--- config.mk ---
export PLATFORM = sky130hd
export DESIGN_NAME = modbus_rtu_frame_classifier_unit_flat
export DESIGN_NICKNAME = d
export VERILOG_FILES = /design/src/design/mbrfc_pkg.sv /design/src/design/mbrfc_ifs.sv /design/src/design/mbrfc_front.sv /design/src/design/mbrfc_queue.sv /design/src/design/mbrfc_back.sv /design/src/design/modbus_rtu_frame_classifier_unit.sv /design/src/flat_wrapper.sv
export SDC_FILE = /design/constraint.sdc
export NUM_CORES = 1
export LEC_CHECK = 0
export ABC_AREA = 1
export BUFFER_PORTS_ARGS = -buffer_cell sky130_fd_sc_hd__buf_2
export CAP_MARGIN = 40
export CELL_PAD_IN_SITES_DETAIL_PLACEMENT = 0
export CELL_PAD_IN_SITES_GLOBAL_PLACEMENT = 1
export CORE_ASPECT_RATIO = 0.9
export CORE_MARGIN = 2
export CORE_UTILIZATION = 42
export CTS_CLUSTER_SIZE = 24
export DETAILED_ROUTE_END_ITERATION = 8
export GPL_ROUTABILITY_DRIVEN = 0
export PLACE_DENSITY = 0.8
export SLEW_MARGIN = 5
export SYNTH_ARGS = -nofsm -noshare
export SYNTH_HDL_FRONTEND = slang
export SYNTH_HIERARCHICAL = 1
export SYNTH_SLANG_ARGS = --single-unit
--- constraint.sdc ---
create_clock -name i_clk -period 6.65 [get_ports i_clk]
set_clock_uncertainty 0.15 [all_clocks]
set_input_delay 0.9975 -clock i_clk [delete_from_list [all_inputs] [get_ports i_clk]]
set_output_delay 0.9975 -clock i_clk [all_outputs]
set_load 0.05 [all_outputs]
--- src/design/mbrfc_pkg.sv ---
package mbrfc_pkg;

    localparam int MAX_FRAME_BYTES = 255;
    localparam int HDR_BYTES       = 7;
    localparam int CNT_W           = 9;
    localparam int Q_DEPTH         = 2;
    localparam int Q_AW            = $clog2(Q_DEPTH);
    localparam int Q_CW            = $clog2(Q_DEPTH + 1);

    localparam logic [CNT_W-1:0] CNT_MAX       = {CNT_W{1'b1}};
    localparam logic [CNT_W-1:0] LEN_EXCEPTION = 9'd5;
    localparam logic [CNT_W-1:0] LEN_FIXED     = 9'd8;
    localparam logic [CNT_W-1:0] LEN_MULTI_HDR = 9'd9;
    localparam logic [CNT_W-1:0] LEN_CRC       = 9'd2;
    localparam logic [CNT_W-1:0] LEN_MAX       = CNT_W'(MAX_FRAME_BYTES);

    localparam logic [15:0] CRC_INIT = 16'hFFFF;
    localparam logic [15:0] CRC_POLY = 16'hA001;

    localparam logic CMD_BYTE = 1'b0;
    localparam logic CMD_NOTE = 1'b1;

    localparam logic [7:0] FC_READ_HOLDING = 8'h03;
    localparam logic [7:0] FC_READ_INPUT   = 8'h04;
    localparam logic [7:0] FC_WRITE_SINGLE = 8'h06;
    localparam logic [7:0] FC_WRITE_MULTI  = 8'h10;

    typedef enum logic [1:0] {
        FT_INVALID   = 2'd0,
        FT_REQUEST   = 2'd1,
        FT_RESPONSE  = 2'd2,
        FT_EXCEPTION = 2'd3
    } t_frame_type;

    // One queue word: either a finished frame or a request note. A note
    // reuses the header slots: address, function, register high, register low.
    typedef struct packed {
        logic                           is_note;
        logic [CNT_W-1:0]               len;
        logic                           crc_ok;
        logic [HDR_BYTES-1:0][7:0]      hdr;
    } t_q_entry;

    typedef struct packed {
        logic [1:0]  frame_type;
        logic [7:0]  device_address;
        logic [7:0]  function_code;
        logic [15:0] register_start;
        logic [15:0] register_count;
        logic [15:0] write_value;
        logic [7:0]  data_length;
        logic [7:0]  exception_code;
        logic [7:0]  data_offset;
    } t_result;

    typedef struct packed {
        logic empty;
        logic full;
    } t_q_status;

    function automatic logic [15:0] crc_byte(input logic [15:0] crc, input logic [7:0] b);
        logic [15:0] c;
        c = crc ^ {8'h00, b};
        for (int i = 0; i < 8; i++) begin
            c = c[0] ? ((c >> 1) ^ CRC_POLY) : (c >> 1);
        end
        return c;
    endfunction

endpackage

--- src/design/mbrfc_ifs.sv ---
interface mbrfc_in_if;
    import mbrfc_pkg::*;
    logic        valid;
    logic        ready;
    logic        cmd;
    logic [7:0]  frame_byte;
    logic        last_byte;
    logic [7:0]  note_address;
    logic [7:0]  note_function;
    logic [15:0] note_register;

    modport source (output valid, cmd, frame_byte, last_byte, note_address, note_function,
                    note_register, input ready);
    modport sink (input valid, cmd, frame_byte, last_byte, note_address, note_function,
                  note_register, output ready);
endinterface

interface mbrfc_out_if;
    logic        valid;
    logic        ready;
    logic [1:0]  frame_type;
    logic [7:0]  device_address;
    logic [7:0]  function_code;
    logic [15:0] register_start;
    logic [15:0] register_count;
    logic [15:0] write_value;
    logic [7:0]  data_length;
    logic [7:0]  exception_code;
    logic [7:0]  data_offset;

    modport source (output valid, frame_type, device_address, function_code, register_start,
                    register_count, write_value, data_length, exception_code, data_offset,
                    input ready);
    modport sink (input valid, frame_type, device_address, function_code, register_start,
                  register_count, write_value, data_length, exception_code, data_offset,
                  output ready);
endinterface

interface mbrfc_cfg_if;
    logic       valid;
    logic       ready;
    logic [7:0] data;

    modport source (output valid, data, input ready);
    modport sink (input valid, data, output ready);
endinterface

--- src/design/mbrfc_front.sv ---
module mbrfc_front
    import mbrfc_pkg::*;
(
    input  logic              i_clk,
    input  logic              i_rst_n,
    mbrfc_in_if.sink          i_in,
    input  t_q_status         i_q_status,
    output logic              o_push,
    output t_q_entry          o_entry
);

    logic [CNT_W-1:0]          r_count, n_count;
    logic [15:0]               r_crc, n_crc;
    logic [HDR_BYTES-1:0][7:0] r_hdr, n_hdr;
    logic                      accept;
    logic [15:0]               crc_next;

    assign i_in.ready = !i_q_status.full;
    assign accept     = i_in.valid && i_in.ready;
    assign crc_next   = crc_byte(r_crc, i_in.frame_byte);

    always_comb begin
        n_count = r_count;
        n_crc   = r_crc;
        n_hdr   = r_hdr;
        o_push  = 1'b0;
        o_entry = '0;
        if (accept) begin
            if (i_in.cmd == CMD_NOTE) begin
                o_push         = 1'b1;
                o_entry.is_note = 1'b1;
                o_entry.hdr[0] = i_in.note_address;
                o_entry.hdr[1] = i_in.note_function;
                o_entry.hdr[2] = i_in.note_register[15:8];
                o_entry.hdr[3] = i_in.note_register[7:0];
            end else begin
                if (r_count < CNT_W'(HDR_BYTES)) begin
                    n_hdr[r_count[$clog2(HDR_BYTES)-1:0]] = i_in.frame_byte;
                end
                n_crc = crc_next;
                if (r_count != CNT_MAX) begin
                    n_count = r_count + 1'b1;
                end
                if (i_in.last_byte) begin
                    o_push         = 1'b1;
                    o_entry.len    = n_count;
                    o_entry.crc_ok = (crc_next == 16'h0000);
                    o_entry.hdr    = n_hdr;
                    n_count        = '0;
                    n_crc          = CRC_INIT;
                end
            end
        end
    end

    always_ff @(posedge i_clk) begin
        if (!i_rst_n) begin
            r_count <= '0;
            r_crc   <= CRC_INIT;
        end else begin
            r_count <= n_count;
            r_crc   <= n_crc;
        end
        r_hdr <= n_hdr;
    end

endmodule

--- src/design/mbrfc_queue.sv ---
module mbrfc_queue
    import mbrfc_pkg::*;
(
    input  logic      i_clk,
    input  logic      i_rst_n,
    input  logic      i_push,
    input  t_q_entry  i_entry,
    input  logic      i_pop,
    output t_q_status o_status,
    output t_q_entry  o_head
);

    t_q_entry          r_mem [Q_DEPTH];
    logic [Q_AW-1:0]   r_wr, n_wr;
    logic [Q_AW-1:0]   r_rd, n_rd;
    logic [Q_CW-1:0]   r_cnt, n_cnt;

    assign o_status.empty = (r_cnt == '0);
    assign o_status.full  = (r_cnt == Q_CW'(Q_DEPTH));
    assign o_head         = r_mem[r_rd];

    always_comb begin
        n_wr  = r_wr;
        n_rd  = r_rd;
        n_cnt = r_cnt;
        if (i_push) begin
            n_wr = (r_wr == Q_AW'(Q_DEPTH - 1)) ? '0 : r_wr + 1'b1;
        end
        if (i_pop) begin
            n_rd = (r_rd == Q_AW'(Q_DEPTH - 1)) ? '0 : r_rd + 1'b1;
        end
        unique case ({i_push, i_pop})
            2'b10:   n_cnt = r_cnt + 1'b1;
            2'b01:   n_cnt = r_cnt - 1'b1;
            default: n_cnt = r_cnt;
        endcase
    end

    always_ff @(posedge i_clk) begin
        if (!i_rst_n) begin
            r_wr  <= '0;
            r_rd  <= '0;
            r_cnt <= '0;
        end else begin
            r_wr  <= n_wr;
            r_rd  <= n_rd;
            r_cnt <= n_cnt;
        end
        if (i_push) begin
            r_mem[r_wr] <= i_entry;
        end
    end

endmodule

--- src/design/mbrfc_back.sv ---
module mbrfc_back
    import mbrfc_pkg::*;
(
    input  logic       i_clk,
    input  logic       i_rst_n,
    input  t_q_status  i_q_status,
    input  t_q_entry   i_head,
    output logic       o_pop,
    mbrfc_cfg_if.sink  i_cfg,
    mbrfc_out_if.source o_out
);

    logic [7:0]  r_bcast;
    logic [7:0]  r_pend_addr, n_pend_addr;
    logic [7:0]  r_pend_func, n_pend_func;
    logic [15:0] r_pend_reg, n_pend_reg;
    logic        r_valid, n_valid;
    t_result     r_res, n_res;

    t_result          res;
    t_frame_type      ft;
    logic             ok_single;
    logic             pend_match;
    logic [CNT_W-1:0] len;
    logic [15:0]      hdr_reg;
    logic [15:0]      hdr_cnt;

    assign o_pop       = !i_q_status.empty && (!r_valid || o_out.ready);
    assign i_cfg.ready = 1'b1;
    assign len         = i_head.len;
    assign hdr_reg     = {i_head.hdr[2], i_head.hdr[3]};
    assign hdr_cnt     = {i_head.hdr[4], i_head.hdr[5]};

    always_comb begin
        res        = '0;
        ft         = FT_INVALID;
        ok_single  = 1'b0;
        pend_match = 1'b0;
        if (len > LEN_MAX) begin
            ft = FT_INVALID;
        end else if (len == LEN_EXCEPTION) begin
            if (i_head.crc_ok) begin
                ft                 = FT_EXCEPTION;
                res.device_address = i_head.hdr[0];
                res.function_code  = i_head.hdr[1];
                res.exception_code = i_head.hdr[2];
            end
        end else if (len >= LEN_FIXED) begin
            res.device_address = i_head.hdr[0];
            res.function_code  = i_head.hdr[1];
            if (i_head.crc_ok) begin
                unique case (i_head.hdr[1])
                    FC_READ_HOLDING, FC_READ_INPUT: begin
                        if (len == LEN_FIXED) begin
                            ft                 = FT_REQUEST;
                            res.register_start = hdr_reg;
                            res.register_count = hdr_cnt;
                        end else begin
                            res.data_length = i_head.hdr[2];
                            if ({1'b0, i_head.hdr[2]} == len - LEN_EXCEPTION) begin
                                ft = FT_RESPONSE;
                            end
                        end
                    end
                    FC_WRITE_SINGLE: begin
                        if (len == LEN_FIXED) begin
                            ok_single          = 1'b1;
                            res.register_start = hdr_reg;
                            res.register_count = 16'd1;
                            res.write_value    = hdr_cnt;
                        end
                    end
                    FC_WRITE_MULTI: begin
                        res.register_start = hdr_reg;
                        res.register_count = hdr_cnt;
                        if (len == LEN_FIXED) begin
                            ft = FT_RESPONSE;
                        end else begin
                            res.data_length = i_head.hdr[6];
                            if ({1'b0, i_head.hdr[6]} == len - LEN_MULTI_HDR) begin
                                ft = FT_REQUEST;
                            end
                        end
                    end
                    default: ft = FT_INVALID;
                endcase

                if ((ft != FT_INVALID || ok_single) && res.data_length != 8'd0) begin
                    res.data_offset = 8'(len - {1'b0, res.data_length} - LEN_CRC);
                end

                pend_match = (i_head.hdr[0] == r_pend_addr) && (i_head.hdr[1] == r_pend_func);
                if (ok_single) begin
                    ft = (pend_match && i_head.hdr[0] != r_bcast) ? FT_RESPONSE : FT_REQUEST;
                end else if (ft == FT_RESPONSE && pend_match
                             && (i_head.hdr[1] == FC_READ_HOLDING
                                 || i_head.hdr[1] == FC_READ_INPUT)) begin
                    // A read response carries no register number; take it from the request.
                    res.register_start = r_pend_reg;
                end
            end
        end
        res.frame_type = ft;
    end

    always_comb begin
        n_pend_addr = r_pend_addr;
        n_pend_func = r_pend_func;
        n_pend_reg  = r_pend_reg;
        n_valid     = r_valid && !o_out.ready;
        n_res       = r_res;
        if (o_pop) begin
            if (i_head.is_note) begin
                n_pend_addr = i_head.hdr[0];
                n_pend_func = i_head.hdr[1];
                n_pend_reg  = hdr_reg;
            end else begin
                n_valid = 1'b1;
                n_res   = res;
                priority if (res.frame_type == FT_REQUEST) begin
                    n_pend_addr = res.device_address;
                    n_pend_func = res.function_code;
                    n_pend_reg  = res.register_start;
                end else if (res.frame_type == FT_RESPONSE) begin
                    n_pend_addr = '0;
                    n_pend_func = '0;
                    n_pend_reg  = '0;
                end else begin
                    n_pend_addr = r_pend_addr;
                end
            end
        end
    end

    always_ff @(posedge i_clk) begin
        if (!i_rst_n) begin
            r_bcast     <= '0;
            r_pend_addr <= '0;
            r_pend_func <= '0;
            r_pend_reg  <= '0;
            r_valid     <= 1'b0;
        end else begin
            if (i_cfg.valid) begin
                r_bcast <= i_cfg.data;
            end
            r_pend_addr <= n_pend_addr;
            r_pend_func <= n_pend_func;
            r_pend_reg  <= n_pend_reg;
            r_valid     <= n_valid;
        end
        r_res <= n_res;
    end

    assign o_out.valid          = r_valid;
    assign o_out.frame_type     = r_res.frame_type;
    assign o_out.device_address = r_res.device_address;
    assign o_out.function_code  = r_res.function_code;
    assign o_out.register_start = r_res.register_start;
    assign o_out.register_count = r_res.register_count;
    assign o_out.write_value    = r_res.write_value;
    assign o_out.data_length    = r_res.data_length;
    assign o_out.exception_code = r_res.exception_code;
    assign o_out.data_offset    = r_res.data_offset;

endmodule

--- src/design/modbus_rtu_frame_classifier_unit.sv ---
// Modbus RTU frame classifier.
// i_in takes one word per cycle while ready is high: a received frame byte
// (cmd 0, last_byte ends the frame) or a note of a request just sent (cmd 1).
// The CRC-16 and the first seven header bytes are built as the bytes arrive;
// each frame gives exactly one word on o_out, taken on the byte marked last.
// i_cfg writes the broadcast address; it is always ready and should only be
// written while no frame is in flight.
// The queue entry is written at the edge that accepts a frame's last byte,
// and the classifier loads the output register from the queue head. Throughput
// is one input word per cycle while the queue has room; the front end
// and the classifier are joined by a two-entry queue, and the classifier
// retires one queue entry per cycle while o_out is free. When o_out stalls,
// its word holds, the queue fills, and i_in.ready drops once the queue is
// full; mid-frame bytes keep flowing until then.
// Reset (synchronous, active low) clears the byte count, sets the CRC to
// 0xFFFF, clears the pending request and the broadcast address, and empties
// the queue and the output register.
module modbus_rtu_frame_classifier_unit
    import mbrfc_pkg::*;
(
    input  logic         i_clk,
    input  logic         i_rst_n,
    mbrfc_in_if.sink     i_in,
    mbrfc_cfg_if.sink    i_cfg,
    mbrfc_out_if.source  o_out
);

    logic      push;
    logic      pop;
    t_q_entry  entry;
    t_q_entry  head;
    t_q_status q_status;

    mbrfc_front u_front (
        .i_clk      (i_clk),
        .i_rst_n    (i_rst_n),
        .i_in       (i_in),
        .i_q_status (q_status),
        .o_push     (push),
        .o_entry    (entry)
    );

    mbrfc_queue u_queue (
        .i_clk    (i_clk),
        .i_rst_n  (i_rst_n),
        .i_push   (push),
        .i_entry  (entry),
        .i_pop    (pop),
        .o_status (q_status),
        .o_head   (head)
    );

    mbrfc_back u_back (
        .i_clk      (i_clk),
        .i_rst_n    (i_rst_n),
        .i_q_status (q_status),
        .i_head     (head),
        .o_pop      (pop),
        .i_cfg      (i_cfg),
        .o_out      (o_out)
    );

endmodule

--- src/flat_wrapper.sv ---
// flat-port wrapper written by rule: the top's interface ports become plain ports
module modbus_rtu_frame_classifier_unit_flat import mbrfc_pkg::*;
  (i_clk, i_rst_n, i_in_valid, i_in_cmd, i_in_frame_byte, i_in_last_byte, i_in_note_address, i_in_note_function, i_in_note_register, i_in_ready, i_cfg_valid, i_cfg_data, i_cfg_ready, o_out_valid, o_out_frame_type, o_out_device_address, o_out_function_code, o_out_register_start, o_out_register_count, o_out_write_value, o_out_data_length, o_out_exception_code, o_out_data_offset, o_out_ready);
  mbrfc_in_if i_in_i ();
  mbrfc_cfg_if i_cfg_i ();
  mbrfc_out_if o_out_i ();
  input  logic i_clk;
  input  logic i_rst_n;
  input wire logic [$bits(i_in_i.valid)-1:0] i_in_valid;
  input wire logic [$bits(i_in_i.cmd)-1:0] i_in_cmd;
  input wire logic [$bits(i_in_i.frame_byte)-1:0] i_in_frame_byte;
  input wire logic [$bits(i_in_i.last_byte)-1:0] i_in_last_byte;
  input wire logic [$bits(i_in_i.note_address)-1:0] i_in_note_address;
  input wire logic [$bits(i_in_i.note_function)-1:0] i_in_note_function;
  input wire logic [$bits(i_in_i.note_register)-1:0] i_in_note_register;
  output wire logic [$bits(i_in_i.ready)-1:0] i_in_ready;
  input wire logic [$bits(i_cfg_i.valid)-1:0] i_cfg_valid;
  input wire logic [$bits(i_cfg_i.data)-1:0] i_cfg_data;
  output wire logic [$bits(i_cfg_i.ready)-1:0] i_cfg_ready;
  output wire logic [$bits(o_out_i.valid)-1:0] o_out_valid;
  output wire logic [$bits(o_out_i.frame_type)-1:0] o_out_frame_type;
  output wire logic [$bits(o_out_i.device_address)-1:0] o_out_device_address;
  output wire logic [$bits(o_out_i.function_code)-1:0] o_out_function_code;
  output wire logic [$bits(o_out_i.register_start)-1:0] o_out_register_start;
  output wire logic [$bits(o_out_i.register_count)-1:0] o_out_register_count;
  output wire logic [$bits(o_out_i.write_value)-1:0] o_out_write_value;
  output wire logic [$bits(o_out_i.data_length)-1:0] o_out_data_length;
  output wire logic [$bits(o_out_i.exception_code)-1:0] o_out_exception_code;
  output wire logic [$bits(o_out_i.data_offset)-1:0] o_out_data_offset;
  input wire logic [$bits(o_out_i.ready)-1:0] o_out_ready;
  assign i_in_i.valid = i_in_valid;
  assign i_in_i.cmd = i_in_cmd;
  assign i_in_i.frame_byte = i_in_frame_byte;
  assign i_in_i.last_byte = i_in_last_byte;
  assign i_in_i.note_address = i_in_note_address;
  assign i_in_i.note_function = i_in_note_function;
  assign i_in_i.note_register = i_in_note_register;
  assign i_in_ready = i_in_i.ready;
  assign i_cfg_i.valid = i_cfg_valid;
  assign i_cfg_i.data = i_cfg_data;
  assign i_cfg_ready = i_cfg_i.ready;
  assign o_out_valid = o_out_i.valid;
  assign o_out_frame_type = o_out_i.frame_type;
  assign o_out_device_address = o_out_i.device_address;
  assign o_out_function_code = o_out_i.function_code;
  assign o_out_register_start = o_out_i.register_start;
  assign o_out_register_count = o_out_i.register_count;
  assign o_out_write_value = o_out_i.write_value;
  assign o_out_data_length = o_out_i.data_length;
  assign o_out_exception_code = o_out_i.exception_code;
  assign o_out_data_offset = o_out_i.data_offset;
  assign o_out_i.ready = o_out_ready;
  modbus_rtu_frame_classifier_unit u_core (.i_clk(i_clk), .i_rst_n(i_rst_n), .i_in(i_in_i), .i_cfg(i_cfg_i), .o_out(o_out_i));
endmodule
==> results of run 1 <==
-- cells in the mapped netlist (30+ instances only) --
master and n:
mux2_4 30, inv_1 244, dfxtp_1 71, nor2_1 237, o21ai_1 62, mux2_2 37
a21oi_1 78, xor2_1 31, clkbuf_1 30, edfxtp_1 280, nand3_1 53, o21ai_0 86
nand2_1 435, nor3_1 42
-- layout make-up --
class	count	area [um2]	share of cell area
Sequential cell	351	9833	0.4944
Multi-Input combinational cell	1200	6307	0.3171
Clock buffer	41	962.2	0.04838
Inverter	256	962.2	0.04838
Timing Repair Buffer	162	895.9	0.04505
Tap cell	540	675.6	0.03397
Clock inverter	28	251.5	0.01265
-- path summary, 6_finish.rpt --
| kind | end | slack [ns] | cells past startpoint |
|---|---|---|---|
| worst max register to register | u_core/u_back/o_out.data_offset[7] | 2.13 | 20 |
| worst min-delay path | u_core/u_front/r_count[3] | 0.33 | 2 |
| worst max-delay path | u_core/u_back/o_out.data_offset[7] | 2.13 | 20 |
| worst min register to register | u_core/u_front/r_count[3] | 0.33 | 2 |
-- power breakdown --
group / switching, W / internal, W
registers: 0.000186 / 0.00288
logic: 0.00207 / 0.000879
clock network: 0.000894 / 0.00118
-- through the flow --
stage                     utilization  hold WS, ns  power [W]
after floorplan                     -       0.2870   0.005361
after global placement         0.4554       0.3181   0.005992
after detailed placement       0.4566       0.3210   0.006053
after CTS                      0.4862       0.3309   0.008138
after global routing           0.4862       0.3774   0.008539
final                          0.4862       0.3314   0.008085
-- cells by family after synthesis --
logic type	synth area share
AND/OR/NAND/NOR	0.1896
flip-flops	0.5617
buffers and inverters	0.07901
AO/OA/AOI/OAI	0.08144
multiplexers	0.04955
XOR/XNOR	0.02302
adder cells (fa/ha/maj)	0.01545
other	0.0002143
-- per-layer routing --
metal	wire, um	vias up	share of wire
met1	20120	6041	0.46
met3	2296	70	0.053
met4	1299	0	0.030
li1	-	6428	-
met5	0	-	0
met2	19750	330	0.45
-- worst max-delay path: stages, from the launching register on --
cell	delay, ns
dfxtp_4	0.65
mux2_2	0.44
inv_1	0.23
ha_1	0.20
nand3_1	0.12
nor2_4	0.16
nor2_1	0.09
inv_2	0.13
o21ai_0	0.13
ha_1	0.29
inv_1	0.06
ha_1	0.16
inv_1	0.06
fa_1	0.40
o21ai_0	0.31
a21oi_1	0.11
nor2_1	0.10
nor2_1	0.05
xor2_1	0.17
xor2_1	0.16
nor2_1	0.06
==> results.py, run 1 <==
metrics = {
    "sta": {
        "timing.final.crit_share": 0.6792,
        "fin_setup_tns_ns": 0,
        "finalHoldViolations": 0,
        "worst_slack_ns": 2.134,
        "final_max_slew_viol_count": 0,
        "finalCriticalPeriod_ns": 4.516,
        "slew_headroom": 0.3993,
        "timing.fmax_mhz": 221.4,
        "setup_viol_count_final": 0,
        "worstMarginPinSlew_ns": 0.8989,
        "rsz0062_at_grt": "false",
    },
    "placed_design": {
        "pre_cts_slack_ns": 2.145,
        "placed_area_um2": 18670,
        "dp.final_hpwl_um": 30430,
        "dp.cells": 2509,
        "port_buffers": 146,
    },
    "cells_and_area": {
        "largest_register": "u_core/u_queue/r_mem",
        "areaGrowthSynthToFinish_pct": 13.66,
        "largestRegisters": "u_core/u_queue/r_mem (134), u_core/u_front/r_hdr (56)",
        "design_area_um2": 19890,
        "final_cell_mix": "nand2_1 (435), edfxtp_1 (280), inv_1 (242)",
        "drive_gt1_frac": 0.1717,
        "layout_commonest_cell": "nand2_1",
        "finalNonFillerCells": 2578,
        "fin_nets": 2085,
        "fillers": 3806,
        "largest_reg_flops": 134,
        "diodes": 0,
    },
    "global_routing": {
        "grt_pass1_vias": 11970,
        "use_met1": 0.2826,
        "antenna_found_initial": 0,
        "grt.busiest_layer": "met2",
        "use_met2": 0.3098,
        "grt_max_degree": 67,
        "grt_pass1_wl_um": 66630,
        "track_usage": 0.1999,
        "use_met3": 0.03310,
        "overflow": 0,
    },
    "die": {
        "rows": 70,
        "coreArea_um2": 40900,
        "initial_core_util": 0.4278,
        "die_w_um": 219.2,
        "dieArea_um2": 43310,
        "die_y_um": 197.6,
        "ios": 148,
    },
    "worst_setup_path": {
        "required_ns": 6.79,
        "path_max_fanout": 33,
        "crit_type": "flop to flop",
        "cp-start-kind": "flop",
        "cp.arrival_ns": 4.65,
        "worstSetupEndpointType": "flop",
    },
    "detailed_routing": {
        "finalWirelength_um": 43470,
        "post-route-drc-count": 0,
        "final_antenna_net_count": 0,
        "wl_per_cell_um": 16.86,
        "drtIter0Drc": 1008,
        "via_per_inst": 4.992,
        "routed-via-count": 12870,
        "first_pass_iters": 5,
    },
    "clocking": {
        "clk_latency_ns": 0.56,
        "cts_hold_buf": 0,
        "cts_tree": "done",
        "cts_buffers": 38,
        "cts_resized": 0,
        "clock_sinks": 351,
        "clock_path_buffers": 3,
        "post-cts-setup-buffer-count": 0,
        "clkTransAtPathRegs_ns": 0.06,
        "htreeDepth": 2,
        "cts_root_buffer": "clkbuf_16",
    },
    "pwr": {
        "powerDensity_nw_per_um2": 406.5,
        "p_leak_nw": 8.528,
        "irDropWorstVdd_v": 0.0002606,
    },
    "logic_synthesis": {
        "avgSynthCellArea_um2": 9.312,
        "synth_top_cell_area_share": 0.4805,
        "synthesis.nets": 1955,
        "synth_top_cell_by_area": "edfxtp_1",
        "ys_warn_count": 6,
        "asyncSetResetFlopFracSynth": 0,
        "ys_seq_elements": 351,
        "synth.area.top_cells": "edfxtp_1 (48%), nand2_1 (9.3%), dfxtp_1 (8.1%), inv_1 (5.2%), nor2_1 (5.1%)",
        "yosysSeqAreaShare": 0.5617,
        "synth_cells": 1879,
        "synth-edff-count": 280,
        "netlist_area_um2": 17500,
        "ys.flop_type": "edfxtp_1",
        "ys_types": 48,
    },
    "worst_hold_path": {
        "hp-class": "flop to flop",
        "min_from": "u_core/u_front/r_count[3]",
    },
    "flow_run": {
        "maxCapViolations": 0,
    },
    "outcome": {
        "status": "finished clean",
    },
}
(Power assumes the default switching activity.)
==> run 2: changes to the inputs <==
--- a/config.mk
+++ b/config.mk
@@ -12,11 +12,11 @@
 export CELL_PAD_IN_SITES_GLOBAL_PLACEMENT = 1
 export CORE_ASPECT_RATIO = 0.9
 export CORE_MARGIN = 2
-export CORE_UTILIZATION = 42
+export CORE_UTILIZATION = 47
 export CTS_CLUSTER_SIZE = 24
 export DETAILED_ROUTE_END_ITERATION = 8
 export GPL_ROUTABILITY_DRIVEN = 0
-export PLACE_DENSITY = 0.8
+export PLACE_DENSITY = 0.85
 export SLEW_MARGIN = 5
 export SYNTH_ARGS = -nofsm -noshare
 export SYNTH_HDL_FRONTEND = slang
==> constraint.sdc (replaced) <==
create_clock -name i_clk -period 4.3 [get_ports i_clk]
set_clock_uncertainty 0.15 [all_clocks]
set_input_delay 0.645 -clock i_clk [delete_from_list [all_inputs] [get_ports i_clk]]
set_output_delay 0.645 -clock i_clk [all_outputs]
set_load 0.05 [all_outputs]
==> results.py, run 2 (synthesis results as in run 1) <==
metrics = {
    "clocking": {
        "cts_tree": "done",
        "clkTransAtPathRegs_ns": 0.06,
        "htreeDepth": 2,
        "clk_latency_ns": 0.54,
        "cts_buffers": 39,
        "clock_path_buffers": 3,
        "cts_root_buffer": "clkbuf_16",
        "clock_sinks": 351,
    },
    "cells_and_area": {
        "fin_nets": 2117,
        "final_cell_mix": "nand2_1 (435), edfxtp_1 (280), inv_1 (242)",
        "largestRegisters": "u_core/u_queue/r_mem (134), u_core/u_front/r_hdr (56)",
        "areaGrowthSynthToFinish_pct": 15.45,
        "finalNonFillerCells": 2555,
        "drive_gt1_frac": 0.1839,
        "multi_input_area_um2": 6325,
        "largest_register": "u_core/u_queue/r_mem",
        "fillers": 3315,
        "layout_commonest_cell": "nand2_1",
        "regArea_um2": 9833,
        "largest_reg_flops": 134,
        "diodes": 0,
    },
    "detailed_routing": {
        "finalWirelength_um": 43540,
        "wl_per_cell_um": 17.04,
        "drtIter0Drc": 975,
        "first_pass_iters": 5,
        "routed-via-count": 13150,
        "final_antenna_net_count": 0,
        "via_per_inst": 5.146,
        "post-route-drc-count": 0,
    },
    "global_routing": {
        "track_usage": 0.2209,
        "overflow": 0,
        "grt_pass1_vias": 12540,
        "grt_pass1_wl_um": 68050,
        "grt_max_degree": 91,
        "antenna_found_initial": 2,
    },
    "worst_setup_path": {
        "worstSetupEndpointType": "flop",
        "path_max_fanout": 32,
        "cp-start-kind": "flop",
        "required_ns": 4.41,
        "crit_type": "flop to flop",
        "cp.arrival_ns": 4.17,
    },
    "die": {
        "initial_core_util": 0.4733,
        "rows": 67,
        "die_y_um": 187.1,
        "dieArea_um2": 38790,
        "ios": 148,
        "coreArea_um2": 36970,
        "die_w_um": 207.4,
    },
    "outcome": {
        "status": "finished clean",
    },
    "sta": {
        "final_max_slew_viol_count": 0,
        "slew_headroom": 0.4602,
        "worstMarginPinSlew_ns": 0.8086,
        "setup_viol_count_final": 0,
        "worst_slack_ns": 0.2360,
        "timing.fmax_mhz": 246.1,
        "timing.final.crit_share": 0.9451,
        "finalHoldViolations": 0,
        "worst_hold_slack_ns": 0.1760,
        "finalCriticalPeriod_ns": 4.064,
    },
    "worst_hold_path": {
        "hp-class": "primary input to flop",
        "min_from": "i_cfg_data[4]",
    },
    "pwr": {
        "irDropWorstVdd_v": 0.0004454,
        "powerDensity_nw_per_um2": 635.0,
        "p_leak_nw": 8.750,
    },
    "placed_design": {
        "dp.final_hpwl_um": 30660,
        "port_buffers": 146,
        "dp.cells": 2473,
        "pre_cts_slack_ns": 0.03768,
    },
    "flow_run": {
        "maxCapViolations": 0,
    },
}
-- run 2: cell count changes in the layout (fill, tap and decap cells not counted), sizes merged --
cell / delta
buf: +31
bufinv: +2
clkbuf: +7
clkinv: -1
clkinvlp: -5
-- run 2: worst max-delay path: stages, from the launching register on --
cell     delay (ns)
dfxtp_4        0.43
buf_6          0.17
buf_4          0.13
buf_4          0.49
mux2_4         0.38
inv_1          0.11
o21ai_1        0.12
ha_1           0.28
inv_1          0.05
ha_1           0.15
inv_1          0.05
fa_1           0.43
o21ai_2        0.21
a21oi_1        0.09
nor2_1         0.09
nor2_1         0.05
xor2_1         0.15
xor2_1         0.16
nor2_1         0.06
-- run 2: power breakdown --
group / internal [W] / switching [W] / total, W
Combinational: 0.00146 / 0.00327 / 0.00474
Clock: 0.00205 / 0.00134 / 0.00339
Sequential: 0.00445 / 0.000250 / 0.00470
-- run 2: worst paths after layout --
check	slack (ns)	endpoint	depth (start not counted)
hold / removal	0.18	u_core/u_back/r_bcast[4]	3
hold reg to reg	0.32	u_core/u_front/r_crc[13]	2
setup / recovery	0.24	u_core/u_back/o_out.data_offset[7]	18
setup reg to reg	0.24	u_core/u_back/o_out.data_offset[7]	18
-- run 2: area by class of cell --
| type | count | share of cell area |
|---|---|---|
| sequential | 351 | 0.4867 |
| multi-input combinational | 1200 | 0.3131 |
| timing repair buffer | 193 | 0.05754 |
| clock buffer | 48 | 0.05203 |
| inverter | 256 | 0.04757 |
| tap | 483 | 0.02991 |
| clock inverter | 24 | 0.01313 |
-- run 2: what timing repair did --
action	CTS	global route
endpoints found under the setup margin	0	1
setup buffers	0	10
hold buffers	0	0
resized for setup	0	7
-- run 2: layer usage --
layer,vias to the layer above,part of all wire,global-route usage
met3,63,0.063,0.03694
li1,6477,-,-
met1,6211,0.46,0.3114
met2,392,0.46,0.3576
met4,4,0.018,0.05330
met5,-,0.00055,0
-- run 2: stage by stage --
step | instance area (um2) | total power (W) | util | setup TNS [ns]
2_1_floorplan | 17510 | 0.008264 | - | 0
3_3_place_gp | 18780 | 0.009306 | 0.5079 | 0
3_5_place_dp | 18780 | 0.009382 | 0.5079 | 0
4_1_cts | 20090 | 0.01281 | 0.5435 | 0
5_1_grt | 20200 | 0.01352 | 0.5465 | -0.01560
6_report | 20200 | 0.01283 | 0.5465 | 0
